===== config.mk =====
export PLATFORM = sky130hd
export DESIGN_NAME = servo_recipe_interpreter
export DESIGN_NICKNAME = d
export VERILOG_FILES = /design/src/rtl/sri_pkg.sv /design/src/rtl/sri_store.sv /design/src/rtl/sri_core.sv /design/src/rtl/servo_recipe_interpreter.sv
export SDC_FILE = /design/constraint.sdc
export NUM_CORES = 2
export LEC_CHECK = 0
export ABC_AREA = 1
export BUFFER_PORTS_ARGS = -buffer_cell sky130_fd_sc_hd__buf_2
export CAP_MARGIN = 20
export CORE_ASPECT_RATIO = 1.1
export CORE_UTILIZATION = 57
export CTS_CLUSTER_DIAMETER = 120
export DETAILED_ROUTE_END_ITERATION = 10
export GPL_ROUTABILITY_DRIVEN = 0
export HOLD_SLACK_MARGIN = 0.05
export PLACE_DENSITY = 0.75
export SLEW_MARGIN = 40
export SYNTH_ARGS = -nofsm -noshare
export SYNTH_HDL_FRONTEND = slang
export SYNTH_SLANG_ARGS = --single-unit
export TNS_END_PERCENT = 30

===== constraint.sdc =====
create_clock -name i_clk -period 4.06 [get_ports i_clk]
set_input_delay 0 -clock i_clk [delete_from_list [all_inputs] [get_ports i_clk]]
set_output_delay 0 -clock i_clk [all_outputs]
set_load 0.01 [all_outputs]

===== src/rtl/sri_pkg.sv =====
// Package for the servo recipe interpreter: shared types, codes, constants
// and the duty lookup. No dependencies; every other file imports it.
`timescale 1ns / 1ps

package sri_pkg;

    // Default sizes of the block.
    localparam int DEF_RECIPES   = 8;
    localparam int DEF_STEPS     = 32;
    localparam int DEF_POSITIONS = 6;

    // Width of the flat store address before it is trimmed to the depth.
    // Enough for the largest store of 32 recipes of 32 steps.
    localparam int ADDR_CALC_W = 11;

    // Item kinds carried on the slave-side tuser.
    typedef enum logic [1:0] {
        CMD_TICK    = 2'd0,
        CMD_KEY     = 2'd1,
        CMD_WRITE   = 2'd2,
        CMD_RESTART = 2'd3
    } t_cmd;

    typedef enum logic [2:0] {
        MODE_BEGIN = 3'd0,
        MODE_RUN   = 3'd1,
        MODE_PAUSE = 3'd2,
        MODE_END   = 3'd3,
        MODE_ERROR = 3'd4
    } t_mode;

    typedef enum logic [1:0] {
        NUDGE_NONE  = 2'd0,
        NUDGE_LEFT  = 2'd1,
        NUDGE_RIGHT = 2'd2
    } t_nudge;

    // Recipe opcodes, bits 7:5 of a recipe byte.
    localparam logic [2:0] OP_END     = 3'd0;
    localparam logic [2:0] OP_MOV     = 3'd1;
    localparam logic [2:0] OP_WAIT    = 3'd2;
    localparam logic [2:0] OP_LOAD    = 3'd3;
    localparam logic [2:0] OP_LOOP    = 3'd4;
    localparam logic [2:0] OP_ENDLOOP = 3'd5;

    // LED codes.
    localparam logic [2:0] LED_NONE      = 3'd0;
    localparam logic [2:0] LED_PAUSED    = 3'd1;
    localparam logic [2:0] LED_END       = 3'd2;
    localparam logic [2:0] LED_CMD_ERR   = 3'd3;
    localparam logic [2:0] LED_NEST_ERR  = 3'd4;

    // Error kinds.
    localparam logic ERR_COMMAND = 1'b0;
    localparam logic ERR_NESTED  = 1'b1;

    // ASCII user keys.
    localparam logic [7:0] KEY_L_UP = 8'h4C;
    localparam logic [7:0] KEY_L_LO = 8'h6C;
    localparam logic [7:0] KEY_R_UP = 8'h52;
    localparam logic [7:0] KEY_R_LO = 8'h72;
    localparam logic [7:0] KEY_P_UP = 8'h50;
    localparam logic [7:0] KEY_P_LO = 8'h70;
    localparam logic [7:0] KEY_C_UP = 8'h43;
    localparam logic [7:0] KEY_C_LO = 8'h63;
    localparam logic [7:0] KEY_B_UP = 8'h42;
    localparam logic [7:0] KEY_B_LO = 8'h62;

    // Configuration register word indexes.
    localparam logic REG_START_RECIPE = 1'b0;

    // One accepted input transaction.
    typedef struct packed {
        t_cmd       cmd;
        logic [7:0] key;
        logic [2:0] recipe_sel;
        logic [4:0] step_sel;
        logic [7:0] recipe_byte;
    } t_item;

    // One result transaction.
    typedef struct packed {
        logic [2:0] servo_position;
        logic [4:0] duty;
        logic [2:0] led_code;
        logic [2:0] mode;
    } t_result;

    // Recipe store access issued by the interpreter core.
    typedef struct packed {
        logic                   we;
        logic [ADDR_CALC_W-1:0] waddr;
        logic [7:0]             wdata;
        logic                   re;
        logic [ADDR_CALC_W-1:0] raddr;
    } t_mem_req;

    // PWM duty per position; positions past the table give zero.
    function automatic logic [4:0] duty_of(input logic [7:0] pos);
        logic [4:0] d;
        case (pos)
            8'd0:    d = 5'd5;
            8'd1:    d = 5'd9;
            8'd2:    d = 5'd13;
            8'd3:    d = 5'd17;
            8'd4:    d = 5'd20;
            8'd5:    d = 5'd24;
            default: d = 5'd0;
        endcase
        return d;
    endfunction

endpackage


===== src/rtl/sri_store.sv =====
// Recipe store of the servo recipe interpreter: one synchronous RAM with a
// registered read and a same-edge write bypass. Depends on sri_pkg.
`timescale 1ns / 1ps

module sri_store #(
    parameter int RECIPES = sri_pkg::DEF_RECIPES,
    parameter int STEPS   = sri_pkg::DEF_STEPS
) (
    input  logic              i_clk,
    input  sri_pkg::t_mem_req i_req,
    output logic [7:0]        o_fetch
);
    import sri_pkg::*;

    localparam int DEPTH  = RECIPES * STEPS;
    localparam int ADDR_W = $clog2(DEPTH);

    logic [7:0]        mem [DEPTH];
    logic [ADDR_W-1:0] waddr;
    logic [ADDR_W-1:0] raddr;
    logic [7:0]        r_rdata;
    logic [7:0]        r_fwd_data;
    logic              r_fwd_hit;

    assign waddr = ADDR_W'(i_req.waddr);
    assign raddr = ADDR_W'(i_req.raddr);

    always_ff @(posedge i_clk) begin
        if (i_req.we) begin
            mem[waddr] <= i_req.wdata;
        end
    end

    // The read data holds until the next read, so a stalled item keeps its byte.
    always_ff @(posedge i_clk) begin
        if (i_req.re) begin
            r_rdata    <= mem[raddr];
            r_fwd_hit  <= i_req.we && (i_req.waddr == i_req.raddr);
            r_fwd_data <= i_req.wdata;
        end
    end

    assign o_fetch = r_fwd_hit ? r_fwd_data : r_rdata;

endmodule


===== src/rtl/sri_core.sv =====
// Interpreter core of the servo recipe interpreter: architectural state,
// step execution, key handling and recipe store requests. Depends on sri_pkg.
`timescale 1ns / 1ps

module sri_core #(
    parameter int RECIPES   = sri_pkg::DEF_RECIPES,
    parameter int STEPS     = sri_pkg::DEF_STEPS,
    parameter int POSITIONS = sri_pkg::DEF_POSITIONS
) (
    input  logic              i_clk,
    input  logic              i_rst_n,
    input  logic              i_exec,
    input  logic              i_accept,
    input  sri_pkg::t_item    i_item,
    input  logic [7:0]        i_fetch,
    input  logic [2:0]        i_start_recipe,
    output sri_pkg::t_result  o_result,
    output sri_pkg::t_mem_req o_mem_req
);
    import sri_pkg::*;

    localparam int AR_W  = (RECIPES > 8) ? $clog2(RECIPES) : 3;
    localparam int POS_W = $clog2(POSITIONS);

    t_mode             r_mode,     n_mode;
    logic [4:0]        r_pc,       n_pc;
    logic [4:0]        r_wait,     n_wait;
    logic [4:0]        r_loop,     n_loop;
    logic [4:0]        r_loop_pc,  n_loop_pc;
    logic [AR_W-1:0]   r_recipe,   n_recipe;
    logic              r_err,      n_err;
    logic [POS_W-1:0]  r_pos,      n_pos;
    t_nudge            r_nudge,    n_nudge;
    logic              r_fetch_ok;

    logic [7:0] fetch_byte;
    logic [2:0] op;
    logic [4:0] arg;
    logic [4:0] pc_inc;
    logic [4:0] wait_dec;
    logic [5:0] pos6;
    logic [2:0] led;
    logic       is_l, is_r, is_p, is_c, is_b;
    logic [7:0] pos_ext;
    logic       wr_ok;
    logic       rd_ok;

    // An out-of-range fetch reads as the end opcode.
    assign fetch_byte = r_fetch_ok ? i_fetch : 8'h00;
    assign op         = fetch_byte[7:5];
    assign arg        = fetch_byte[4:0];
    assign pc_inc     = r_pc + 5'd1;
    assign wait_dec   = r_wait - 5'd1;
    assign pos6       = 6'(r_pos);

    assign is_l = (i_item.key == KEY_L_UP) || (i_item.key == KEY_L_LO);
    assign is_r = (i_item.key == KEY_R_UP) || (i_item.key == KEY_R_LO);
    assign is_p = (i_item.key == KEY_P_UP) || (i_item.key == KEY_P_LO);
    assign is_c = (i_item.key == KEY_C_UP) || (i_item.key == KEY_C_LO);
    assign is_b = (i_item.key == KEY_B_UP) || (i_item.key == KEY_B_LO);

    always_comb begin
        n_mode    = r_mode;
        n_pc      = r_pc;
        n_wait    = r_wait;
        n_loop    = r_loop;
        n_loop_pc = r_loop_pc;
        n_recipe  = r_recipe;
        n_err     = r_err;
        n_pos     = r_pos;
        n_nudge   = r_nudge;
        led       = LED_NONE;
        if (i_exec) begin
            case (i_item.cmd)
                CMD_TICK: begin
                    unique case (r_mode)
                        MODE_RUN: begin
                            case (op)
                                OP_MOV: begin
                                    if (6'(arg) >= 6'(POSITIONS)) begin
                                        n_err  = ERR_COMMAND;
                                        n_mode = MODE_ERROR;
                                    end else begin
                                        n_pos = POS_W'(arg);
                                        n_pc  = pc_inc;
                                    end
                                end
                                OP_WAIT: begin
                                    if (r_wait == 5'd0) begin
                                        n_wait = arg;
                                    end else begin
                                        n_wait = wait_dec;
                                        if (wait_dec == 5'd0) begin
                                            n_pc = pc_inc;
                                        end
                                    end
                                end
                                OP_LOOP: begin
                                    if (r_loop != 5'd0) begin
                                        n_err  = ERR_NESTED;
                                        n_mode = MODE_ERROR;
                                    end else begin
                                        n_loop    = arg;
                                        n_loop_pc = pc_inc;
                                        n_pc      = pc_inc;
                                    end
                                end
                                OP_ENDLOOP: begin
                                    if (r_loop == 5'd0) begin
                                        n_pc = pc_inc;
                                    end else begin
                                        n_loop = r_loop - 5'd1;
                                        n_pc   = r_loop_pc;
                                    end
                                end
                                OP_END: begin
                                    n_mode = MODE_END;
                                end
                                OP_LOAD: begin
                                    if (6'(arg) < 6'(RECIPES)) begin
                                        n_pc     = 5'd0;
                                        n_recipe = AR_W'(arg);
                                        n_mode   = MODE_RUN;
                                    end else begin
                                        n_err  = ERR_COMMAND;
                                        n_mode = MODE_ERROR;
                                    end
                                end
                                default: begin
                                    n_err  = ERR_COMMAND;
                                    n_mode = MODE_ERROR;
                                end
                            endcase
                        end
                        MODE_BEGIN, MODE_PAUSE: begin
                            // Left moves up the position table, right moves down.
                            case (r_nudge)
                                NUDGE_LEFT: begin
                                    if (pos6 + 6'd1 < 6'(POSITIONS)) begin
                                        n_pos = r_pos + POS_W'(1);
                                    end
                                end
                                NUDGE_RIGHT: begin
                                    if (pos6 != 6'd0) begin
                                        n_pos = r_pos - POS_W'(1);
                                    end
                                end
                                default: begin
                                end
                            endcase
                            n_nudge = NUDGE_NONE;
                            led     = (r_mode == MODE_PAUSE) ? LED_PAUSED : LED_NONE;
                        end
                        MODE_END: begin
                            led = LED_END;
                        end
                        MODE_ERROR: begin
                            led = r_err ? LED_NEST_ERR : LED_CMD_ERR;
                        end
                        default: begin
                        end
                    endcase
                end
                CMD_KEY: begin
                    unique case (r_mode)
                        MODE_BEGIN: begin
                            if (is_l) begin
                                n_nudge = NUDGE_LEFT;
                            end else if (is_r) begin
                                n_nudge = NUDGE_RIGHT;
                            end else if (is_c || is_b) begin
                                n_mode = MODE_RUN;
                            end
                        end
                        MODE_RUN: begin
                            if (is_p) begin
                                n_mode = MODE_PAUSE;
                            end else if (is_b) begin
                                n_pc = 5'd0;
                            end
                        end
                        MODE_PAUSE: begin
                            if (is_l) begin
                                n_nudge = NUDGE_LEFT;
                            end else if (is_r) begin
                                n_nudge = NUDGE_RIGHT;
                            end else if (is_c) begin
                                n_mode = MODE_RUN;
                            end else if (is_b) begin
                                n_pc   = 5'd0;
                                n_mode = MODE_RUN;
                            end
                        end
                        MODE_END, MODE_ERROR: begin
                            if (is_b) begin
                                n_pc   = 5'd0;
                                n_mode = MODE_RUN;
                            end
                        end
                        default: begin
                        end
                    endcase
                end
                CMD_WRITE: begin
                end
                CMD_RESTART: begin
                    // Loop counter, error kind and pending nudge survive a restart.
                    n_mode   = MODE_BEGIN;
                    n_recipe = AR_W'(i_start_recipe);
                    n_pc     = 5'd0;
                    n_wait   = 5'd0;
                    n_pos    = '0;
                end
                default: begin
                end
            endcase
        end
    end

    always_ff @(posedge i_clk) begin
        if (!i_rst_n) begin
            r_mode    <= MODE_BEGIN;
            r_pc      <= 5'd0;
            r_wait    <= 5'd0;
            r_loop    <= 5'd0;
            r_loop_pc <= 5'd0;
            r_recipe  <= '0;
            r_err     <= ERR_COMMAND;
            r_pos     <= '0;
            r_nudge   <= NUDGE_NONE;
        end else begin
            r_mode    <= n_mode;
            r_pc      <= n_pc;
            r_wait    <= n_wait;
            r_loop    <= n_loop;
            r_loop_pc <= n_loop_pc;
            r_recipe  <= n_recipe;
            r_err     <= n_err;
            r_pos     <= n_pos;
            r_nudge   <= n_nudge;
        end
    end

    // Marks whether the byte fetched for the waiting item came from a valid entry.
    always_ff @(posedge i_clk) begin
        if (!i_rst_n) begin
            r_fetch_ok <= 1'b0;
        end else if (i_accept) begin
            r_fetch_ok <= rd_ok;
        end
    end

    // The next item's fetch uses the state this item leaves behind.
    assign rd_ok = (6'(n_recipe) < 6'(RECIPES)) && (6'(n_pc) < 6'(STEPS));
    assign wr_ok = (6'(i_item.recipe_sel) < 6'(RECIPES)) &&
                   (6'(i_item.step_sel) < 6'(STEPS));

    always_comb begin
        o_mem_req.we    = i_exec && (i_item.cmd == CMD_WRITE) && wr_ok;
        o_mem_req.waddr = ADDR_CALC_W'(i_item.recipe_sel) * ADDR_CALC_W'(STEPS)
                          + ADDR_CALC_W'(i_item.step_sel);
        o_mem_req.wdata = i_item.recipe_byte;
        o_mem_req.re    = i_accept && rd_ok;
        o_mem_req.raddr = ADDR_CALC_W'(n_recipe) * ADDR_CALC_W'(STEPS)
                          + ADDR_CALC_W'(n_pc);
    end

    assign pos_ext                 = 8'(n_pos);
    assign o_result.servo_position = pos_ext[2:0];
    assign o_result.duty           = duty_of(pos_ext);
    assign o_result.led_code       = led;
    assign o_result.mode           = n_mode;

endmodule


===== src/rtl/servo_recipe_interpreter.sv =====
// Top level of the servo recipe interpreter: stream handshakes, APB
// configuration register, result register. Depends on sri_pkg, sri_store
// and sri_core.
`timescale 1ns / 1ps

// Channel       Direction  Handshake                       Payload
// s_axis        in         s_axis_tvalid / s_axis_tready   tuser cmd, tdata item fields
// m_axis        out        m_axis_tvalid / m_axis_tready   tdata position, duty, LED, mode
// apb           in/out     psel, penable, pwrite, pready   start_recipe at word 0
//
// Each transaction waits in the fetch stage, where its recipe memory read
// data arrives, and executes from there into the result register. The fetch
// address is formed from the state the executing transaction leaves, so a new
// transaction can be taken every cycle while m_axis is not stalled: sustained
// rate one per cycle. The result passes through the fetch stage and the
// result register before it shows on m_axis; the recipe memory read is
// registered.
// Reset is synchronous and active low; the recipe store is not cleared.
// A stall on m_axis holds the fetch stage, and s_axis_tready drops only
// while both stages are full and the result is not taken.

module servo_recipe_interpreter #(
    parameter int RECIPES   = sri_pkg::DEF_RECIPES,
    parameter int STEPS     = sri_pkg::DEF_STEPS,
    parameter int POSITIONS = sri_pkg::DEF_POSITIONS
) (
    input  logic        i_clk,
    input  logic        i_rst_n,
    input  logic        s_axis_tvalid,
    output logic        s_axis_tready,
    // [1:0] cmd
    input  logic [1:0]  s_axis_tuser,
    // [7:0] key, [10:8] recipe_sel, [15:11] step_sel, [23:16] recipe_byte
    input  logic [23:0] s_axis_tdata,
    output logic        m_axis_tvalid,
    input  logic        m_axis_tready,
    // [2:0] servo_position, [7:3] duty, [10:8] led_code, [13:11] mode, [15:14] zero
    output logic [15:0] m_axis_tdata,
    input  logic        psel,
    input  logic        penable,
    input  logic        pwrite,
    input  logic [2:0]  paddr,
    input  logic [31:0] pwdata,
    output logic [31:0] prdata,
    output logic        pready
);
    import sri_pkg::*;

    logic       r_s1_valid;
    t_item      r_s1_item;
    logic       r_out_valid;
    t_result    r_out;
    logic [2:0] r_start_recipe;

    logic       accept;
    logic       exec;
    logic       cfg_write;
    logic [7:0] fetch;
    t_result    result;
    t_mem_req   mem_req;

    // The fetch stage executes once the result register is free or being drained.
    assign exec          = r_s1_valid && (!r_out_valid || m_axis_tready);
    assign s_axis_tready = !r_s1_valid || exec;
    assign accept        = s_axis_tvalid && s_axis_tready;

    always_ff @(posedge i_clk) begin
        if (!i_rst_n) begin
            r_s1_valid <= 1'b0;
        end else if (accept) begin
            r_s1_valid <= 1'b1;
        end else if (exec) begin
            r_s1_valid <= 1'b0;
        end
    end

    always_ff @(posedge i_clk) begin
        if (accept) begin
            r_s1_item.cmd         <= t_cmd'(s_axis_tuser);
            r_s1_item.key         <= s_axis_tdata[7:0];
            r_s1_item.recipe_sel  <= s_axis_tdata[10:8];
            r_s1_item.step_sel    <= s_axis_tdata[15:11];
            r_s1_item.recipe_byte <= s_axis_tdata[23:16];
        end
    end

    sri_store #(
        .RECIPES (RECIPES),
        .STEPS   (STEPS)
    ) u_store (
        .i_clk   (i_clk),
        .i_req   (mem_req),
        .o_fetch (fetch)
    );

    sri_core #(
        .RECIPES   (RECIPES),
        .STEPS     (STEPS),
        .POSITIONS (POSITIONS)
    ) u_core (
        .i_clk          (i_clk),
        .i_rst_n        (i_rst_n),
        .i_exec         (exec),
        .i_accept       (accept),
        .i_item         (r_s1_item),
        .i_fetch        (fetch),
        .i_start_recipe (r_start_recipe),
        .o_result       (result),
        .o_mem_req      (mem_req)
    );

    // Result register: one transaction per executed item.
    always_ff @(posedge i_clk) begin
        if (!i_rst_n) begin
            r_out_valid <= 1'b0;
        end else if (exec) begin
            r_out_valid <= 1'b1;
        end else if (m_axis_tready) begin
            r_out_valid <= 1'b0;
        end
    end

    always_ff @(posedge i_clk) begin
        if (exec) begin
            r_out <= result;
        end
    end

    assign m_axis_tvalid = r_out_valid;
    assign m_axis_tdata  = {2'b00, r_out.mode, r_out.led_code, r_out.duty,
                            r_out.servo_position};

    // APB: a single register at word 0, written on the access cycle.
    assign pready    = 1'b1;
    assign cfg_write = psel && penable && pwrite && pready &&
                       (paddr[2] == REG_START_RECIPE);

    always_ff @(posedge i_clk) begin
        if (!i_rst_n) begin
            r_start_recipe <= 3'd0;
        end else if (cfg_write) begin
            r_start_recipe <= pwdata[2:0];
        end
    end

    assign prdata = (paddr[2] == REG_START_RECIPE) ? {29'd0, r_start_recipe} : 32'd0;

endmodule

==> impl_metrics.toml <==
[status]
status = "finished with violations"
violations = "negative setup slack"

[synth]
synthTopCellsByArea = "edfxtp_1 68%, nand2_1 9.2%, nand3_1 8.9%"
yosys_warnings = 0
synthesis.area_mm2 = 0.0933
synthMostInstantiatedCell = "nand2_1"
syn_inst = 8502
ys.flop_type = "edfxtp_1"
yosysUniqueCellTypes = 45
async_flop_share_pct = 0
synth-seq-cells = 2141
synth.largest_area_cell = "edfxtp_1"
synth_edf_count = 2103
yosys-top-cells-count = "2284 x nand2_1, 2103 x edfxtp_1, 1651 x nand3_1"
synth_top_area_share_pct = 67.7
ys_seq_area_share_pct = 68.5
syn_avg_cell_area_um2 = 11.0

[worst_setup_path]
r2r_end = "u_store.r_rdata[7]"
slowest_delay_ns = 0.39
r2r_cells = 28
worstPathRequired_ns = 4.66
critPathKind = "reg2reg"
end_kind = "register"
timing.rr.start = "u_core.r_wait[0]"
critPathLaunchType = "register"
cpMaxStageDelayCell = "bufbuf_16"
crit_fanout = 32
worst_ep_arrival_time_ns = 4.66
reg2reg_slack_ns = -0.002
cpMostUsedCell = "nand2_1"

[cells_and_area]
fin_cells = 10900
drive_gt1_share_pct = 9.90
finalNetCount = 8729
syn2layout_area_growth_pct = 13.6
stdcell_area_mm2 = 0.106

[flow_run]
drv_cap = 0

[hold_path]
min_path_type = "in2reg"
whs_path_depth = 4
worstHoldStart = "i_rst_n"
hold_end = "u_core.r_loop_pc[4]"

[cts]
cts_buffer_depth = 3
numCtsBuffers = 199
cts.sinks = 2141
cts_tree = "yes"
cts-root-buf = "clkbuf_16"
htreeDepth = 4
clk_latency_ns = 0.85
path_clk_slew_ns = 0.06

[drt]
firstDrtPassIters = 9
route.antenna.remaining_nets = 0
drtIter0Drc = 10800
wl_per_cell_um = 24.7
drt-total-wl_mm = 270
vias = 67500
viasPerCell = 6.18
drc_errors = 0

[placement]
placed_cell_area_mm2 = 0.0971
dp_cells = 10400
hpwl_mm = 152
io_buffers = 53

[power_and_ir_drop]
p_sw_share_pct = 20.2
p_switching_mw = 8.94
p_per_area_mw_per_mm2 = 417
leakage_nw = 39.5
total_power_mw = 44.2
p_clk_share_pct = 42.8
vdd_drop_max_mv = 0.383
pwr-share-seq_pct = 55.2
pwr-share-comb_pct = 2.0
p_int_mw = 35.2

[sta]
tightest_slew_ns = 0.964
hold_viol = 0
finalClockSkew_ns = 0.0272
final.period_utilization_pct = 100
max_freq_ghz = 0.246
period_needed_ns = 4.06
rsz0062_at_grt = "yes"
finalMaxSlewViolations = 0
setup_slack_ns = -0.00221
setup_viol = 1
slew_headroom_pct = 35.7

[global_routing]
antenna_found_initial = 6
grtUsageTotal_pct = 31.4
grt_pass1_vias = 63700
grt_first_pass_wirelength_mm = 390
grt_max_degree = 159
grt_overflow = 0

[floorplanning]
io_pins = 119
floorplan.rows = 155
die_x_um = 388
core_area_mm2 = 0.162
die_height_um = 426
start_util_pct = 57.5
dieArea_mm2 = 0.165
-- registers in the layout, indices dropped and copies added, names as in the netlist --
name	flops
u_core.r_nudge	2
r_start_recipe	3
u_core.r_pos	3
r_s1_item	25
u_core.r_pc	5
u_store.r_rdata	8
u_core.r_recipe	3
u_core.r_wait	5
m_axis_tvalid	1
u_core.r_loop	5
u_store.r_fwd_data	8
u_core.r_loop_pc	5
u_store.mem	2048
u_core.r_err	1
u_core.r_mode	3
u_store.r_fwd_hit	1
u_core.r_fetch_ok	1
r_s1_valid	1
m_axis_tdata	13
-- timing repair --
action                                  in CTS  in global routing
hold buffers                                67                  0
pin swaps                                    1                  9
endpoints found under the setup margin       8                  8
endpoints found under the hold margin      113                  0
setup buffers                                4                 18
gates cloned                                 6                 23
resized for setup                           24                128
-- area by class of cell --
type                       count  area (um2)
antenna                        2        5.00
clock buffer                 248        5320
clock inverter               116        1220
fill                       11300       56300
inverter                     751        2880
multi-input combinational   5063       24400
sequential                  2141       63900
tap                         2119        2650
timing repair buffer         489        5670
timing repair inverter         2        20.0
-- routing by layer --
metal	GRT usage, %	share of wire (%)	vias up
met3	6.89	13	879
li1	-	-	29400
met5	0	0.010	-
met1	41.2	36	32300
met2	48.9	46	4956
met4	17.2	5.7	6
-- power by group through the flow --
stage / clock (mW) / combinational (mW) / sequential (mW)
after global routing: 19.7 / 0.908 / 24.4
final: 18.9 / 0.881 / 24.4
after global placement: 0 / 0.760 / 24.8
after CTS: 18.9 / 0.838 / 24.4
after floorplan: 0 / 0.189 / 25.0
after detailed placement: 0 / 0.782 / 24.8
-- critical path, delay by kind of cell, from the launching register on --
| kind | cells | cell delay, ns |
|---|---|---|
| buffers and inverters | 5 | 1.00 |
| AND/OR/NAND/NOR | 20 | 1.99 |
| flip-flops | 1 | 0.35 |
| AO/OA/AOI/OAI | 2 | 0.21 |
| adder cells (fa/ha/maj) | 1 | 0.22 |
-- worst max-delay path by stage --
| stage | start | endpoint | slack (ns) |
|---|---|---|---|
| after global placement | u_store.r_rdata[7] | u_store.r_rdata[3] | -0.13 |
| final | u_core.r_wait[0] | u_store.r_rdata[7] | -0.002 |
| after global routing | u_store.r_fwd_hit | u_store.r_rdata[6] | -0.09 |
| after CTS | u_store.r_fwd_hit | u_store.r_rdata[6] | -0.03 |
| after detailed placement | u_store.r_fwd_hit | u_store.r_rdata[3] | -0.21 |
| after floorplan | r_s1_item[0] | u_store.mem[0][0] | 0.0004 |
-- metrics by stage --
step | util, % | hold WS, ns | setup slack [ns] | setup TNS (ns)
after floorplan | - | 0.0475 | 0.000417 | 0
after global placement | 59.8 | 0.181 | -0.132 | -0.510
after detailed placement | 59.8 | 0.179 | -0.207 | -1.03
after CTS | 64.4 | 0.0508 | -0.0336 | -0.0674
after global routing | 65.3 | 0.137 | -0.0944 | -0.555
final | 65.3 | 0.120 | -0.00221 | -0.00221
-- cells by family after synthesis --
logic type / Yosys count / synth area share [%]
buf+inv: 1330 / 6.21
mux: 1 / 0.0107
flops: 2141 / 68.5
xor+xnor: 7 / 0.0657
fa+ha+maj: 14 / 0.188
simple gates: 4775 / 23.4
other cells: 2 / 0.00805
compound gates: 232 / 1.60
-- cells in the final DEF (no fill, tap or decap), drive strengths merged, types with 2 or more instances in the layout --
cell and count:
a211oi 5, a21oi 50, a221oi 2, a31oi 2, buf 396, bufbuf 4
bufinv 23, clkbuf 270, clkinv 83, clkinvlp 9, conb 33, dfxtp 38
diode 2, dlygate4sd3 67, edfxtp 2103, ha 14, inv 754, nand2 2299
nand3 1654, nand3b 468, nand4 7, nor2 339, nor3 9, o211ai 104
o21a 3, o21ai 51, o22ai 6, xor2 6
No activity file was read; power rests on OpenSTA's default activity.
